[src/design/lfbc_pkg.sv]
package lfbc_pkg;

    localparam int ALU_W     = 34;
    localparam int DIVD_W    = 33;
    localparam int STEP_W    = 6;
    localparam int MUL_STEPS = 16;
    localparam int DIV_STEPS = 33;

    typedef enum logic [1:0] {
        OP_RESET_CURSOR = 2'd0,
        OP_SET_PIXEL    = 2'd1,
        OP_KEEP_PIXELS  = 2'd2,
        OP_UNUSED       = 2'd3
    } opcode_t;

    typedef struct packed {
        logic [ALU_W-1:0] a;
        logic [ALU_W-1:0] b;
        logic             sub;
    } alu_req_t;

endpackage

[src/design/lfbc_alu.sv]
module lfbc_alu
    import lfbc_pkg::*;
(
    input  alu_req_t         req,
    output logic [ALU_W-1:0] sum
);

    assign sum = req.a + (req.sub ? ~req.b : req.b) + ALU_W'(req.sub);

endmodule

[config.mk]
export PLATFORM = sky130hd
export DESIGN_NAME = lfbc_alu
export DESIGN_NICKNAME = d
export VERILOG_FILES = /design/src/design/lfbc_pkg.sv /design/src/design/lfbc_alu.sv
export SDC_FILE = /design/constraint.sdc
export NUM_CORES = 1
export LEC_CHECK = 0
export BUFFER_PORTS_ARGS = -buffer_cell sky130_fd_sc_hd__buf_2
export CORE_ASPECT_RATIO = 0.5
export CORE_MARGIN = 3
export CORE_UTILIZATION = 49
export DETAILED_ROUTE_END_ITERATION = 8
export PLACE_DENSITY = 0.84
export SYNTH_ARGS = -nofsm -noshare
export SYNTH_HDL_FRONTEND = slang
export SYNTH_SLANG_ARGS = --single-unit
export TNS_END_PERCENT = 100
[constraint.sdc]
create_clock -name vclk -period 5.5
set_clock_uncertainty 0.2 [all_clocks]
set_input_delay 1.1 -clock vclk [all_inputs]
set_output_delay 1.1 -clock vclk [all_outputs]
set_load 0.02 [all_outputs]
* After elaboration in Yosys (flattened, before gate mapping)
Cells that the tools add are included.
** Operators by class
- Bitwise gates (word level) :: 1
- $add $sub $neg :: 2
- Multiplexer cells :: 1
** Operator list (number)
- 34-bit by 1-bit adder with 34-bit output :: 1
- 34-bit adder :: 1
- 34-bit two-way mux :: 1
- 34-bit NOT :: 1
** Word-level totals
- Output and inout port bits :: 34
- Bits in registers :: 0
- Input port bits :: 69

* Logic depth before layout (Yosys ltp)
- Depth in word-level cells :: 4
- Mapped depth :: 12

* Worst setup path after synthesis
No wires, ideal clock.
- Kind :: in2out
- From :: in req[0] (netlist name)
- To :: out sum[30]
- Path slack :: 0.263 ns
- Stages :: 11
- Data arrival time :: 3.937 ns
- Cells stage by stage :: buf_2 -> buf_1 -> xor2_1 -> fa_1 -> a21oi_1 -> o21ai_1 -> a311o_1 -> o21a_1 -> a31oi_4 -> o41ai_2 -> xnor2_1
** Between the ends
- Word-level cells in the longest chain between the ends :: 3
** RTL lines
- start: declaration :: line lfbc_alu.sv:4 : input alu_req_t req,
- 34-bit two-way mux :: line lfbc_alu.sv:8 : assign sum = req.a + (req.sub ? ~req.b : req.b) + ALU_W'(req.sub);
- 34-bit adder :: line lfbc_alu.sv:8
- 34-bit by 1-bit adder with 34-bit output * :: line lfbc_alu.sv:8
- end: declaration :: line lfbc_alu.sv:5 : output logic [ALU_W-1:0] sum
Every way passes the cells marked *; elsewhere a longest branch is shown, timed or not.

* Worst setup path in the final report
- From :: in req[1] (netlist name)
- To :: out sum[30]
** Between the ends
- Word-level cells in the longest chain between the ends :: 4
** RTL lines (line)
- 34-bit NOT :: lfbc_alu.sv:8
- 34-bit two-way mux * :: lfbc_alu.sv:8
- 34-bit adder * :: lfbc_alu.sv:8
- 34-bit by 1-bit adder with 34-bit output * :: lfbc_alu.sv:8
Marked as above.

==> reports/results.ini <==
[synth]
synth_cells = 287
synth_area_per_cell_um2 = 7.36
yosysSeqAreaShare = 0
synth_top_cell_by_area = xor2_1
ys_warn_count = 0
synth_area_leaders = xor2_1 19%, ha_1 19%, xnor2_1 8.3%, a21oi_1 7.8%, nand2_1 5.2%
netlist_area_mm2 = 0.00211
synth_cell_types = 44
synthesis.nets = 389
yosysTopAreaCellShare = 0.195

[status]
outcome = complete, no violations

[floorplanning]
io-pin-count = 103
initial_core_util = 0.525
coreArea_mm2 = 0.00402
die_y_um = 52.4
die_w_um = 98.9
rows = 16
die-area_mm2 = 0.00518

[sta]
period_minus_slack_ns = 5.14
rsz0062_at_grt = false
fmax_mhz = 195
setup_viol = 0
finalMaxSlewViolations = 0
hold_violations = 0
slew_headroom = 0.694
worstMarginPinSlew_ns = 0.454
fin_tns_setup_ns = 0
period_share = 0.934

[layout]
layout.area.seq_um2 = 0
drive_gt1_frac = 0.302
antennaDiodeCount = 0
clockBufferCount = 0
multi_input_area_mm2 = 0.00205
fillCellCount = 392
seq_cell_count = 0
nets = 485
area_growth_syn_to_layout_pct = 26.2
final_core_util = 0.663

[critical_path]
path_max_fanout = 5
end_kind = output port
crit_arrival_ns = 3.84
timing.critical_path.from = req[1]
critical_path_class = in2out
critPathCapture = sum[30]
crit_required_ns = 4.20
startpoint_type = input port

[detailed_routing]
drt_wl_total_um = 6050
drc_errors = 0
routed_via_density = 5.70
antenna_left = 0
vias = 2481
drt_iter0_drc = 93
dr.pass1.iters = 4
wl_per_cell_um = 13.9

[cts]
hold_buffers = 0
cts_setup_buffers = 0
ctsResizeCount = 0

[worst_hold_path]
min_path_type = in2out

[flow_run]
maxCapViolCount = 0

[global_routing]
grt_pass1_vias = 2307
grt_pass1_wl_um = 9740
grt_max_degree = 21
grt_use_total = 0.219
antenna_found_initial = 0
grt.overflow.total = 0

[power_and_ir_drop]
p_per_area_mw_per_mm2 = 220
ir_drop_mv = 0.114
power_leakage_nw = 1.35

[placement]
place.port_buffers = 103
gp_congestion = 0.936
dp_hpwl_um = 5240

-- power breakdown --
group          total (mW)  internal (mW)  switching (mW)
registers               0              0               0
logic               0.586          0.226           0.360
clock network           0              0               0
-- synthesized netlist by cell type, types with 6 or more instances --
library cell / instances
nand2_1: 29
inv_1: 6
xor2_1: 47
nor2_1: 12
a21oi_1: 33
ha_1: 32
a21o_1: 13
xnor2_1: 20
o21ai_0: 13
nand4_1: 6
o21bai_1: 8
clkbuf_1: 6
-- routing by layer --
metal	GRT usage	wire length, um	vias to the layer above	share of wire
li1	-	-	1253	-
met1	0.269	2600	1143	0.43
met2	0.449	3070	83	0.51
met3	0.00664	354	2	0.058
met4	0.0136	27	0	0.0045
met5	0	0	-	0
-- kinds of logic after synthesis --
logic type                 Yosys count  share of synthesized area
AOI/OAI and AO/OA                  103                      0.337
adders and majority gates           33                      0.199
and+or+nand+nor                     66                      0.150
buffers and inverters               17                     0.0314
xor gates and xnor gates            67                      0.278
muxes                                1                    0.00474
-- worst min-delay path by stage --
stage,cells after the start,from,endpoint
floorplan,1,req[1],sum[0]
global placement,3,req[35],sum[0]
detailed placement,3,req[35],sum[0]
CTS,3,req[35],sum[0]
global route,3,req[35],sum[0]
finish,3,req[35],sum[0]
-- final cells by class --
class	count	share of cell area
Inverter	6	0.00844
Multi-Input combinational cell	270	0.767
Tap cell	54	0.0253
Timing Repair Buffer	105	0.199
-- placed cells by master, fill, tap and decap left out, types with 2 or more instances in the layout --
master | netlist | final
a31oi_1 | 4 | 4
buf_4 | 0 | 2
o21ai_1 | 3 | 3
o21bai_1 | 8 | 8
and3_1 | 3 | 3
inv_1 | 6 | 6
and4_1 | 2 | 2
and3_4 | 2 | 2
nor3_1 | 3 | 3
and2_1 | 5 | 5
o21a_1 | 3 | 3
nor2_1 | 12 | 12
nand2_1 | 29 | 29
o211ai_1 | 5 | 5
a21oi_1 | 33 | 33
a221oi_1 | 3 | 3
o41ai_2 | 2 | 2
nand4_1 | 6 | 6
xnor2_1 | 20 | 20
nand3_1 | 3 | 3
o31ai_1 | 2 | 2
a21o_1 | 13 | 13
ha_1 | 32 | 32
xor2_1 | 47 | 47
o21ai_0 | 13 | 13
buf_2 | 2 | 103
-- stage by stage --
step | cell area (um^2) | hold slack [ns] | power [mW] | instances | setup WS, ns
6_report | 2670 | 2.31 | 0.586 | 435 | 0.362
5_1_grt | 2670 | 2.33 | 0.636 | 435 | 0.168
4_1_cts | 2670 | 2.31 | 0.584 | 435 | 0.441
3_5_place_dp | 2670 | 2.31 | 0.581 | 435 | 0.460
3_3_place_gp | 2670 | 2.30 | 0.570 | 435 | 0.481
2_1_floorplan | 2110 | 2.12 | 0.418 | 287 | 0.263
-- critical path, stage by stage --
cell and delay (ns):
buf_2 0.11, mux2i_1 0.30, inv_1 0.10, fa_1 0.41
a21oi_1 0.26, o21ai_1 0.15, a311o_1 0.43, o21a_1 0.24
a31oi_4 0.27, o41ai_2 0.11, xnor2_1 0.17, buf_2 0.19
No activity file was read; power rests on OpenSTA's default activity.
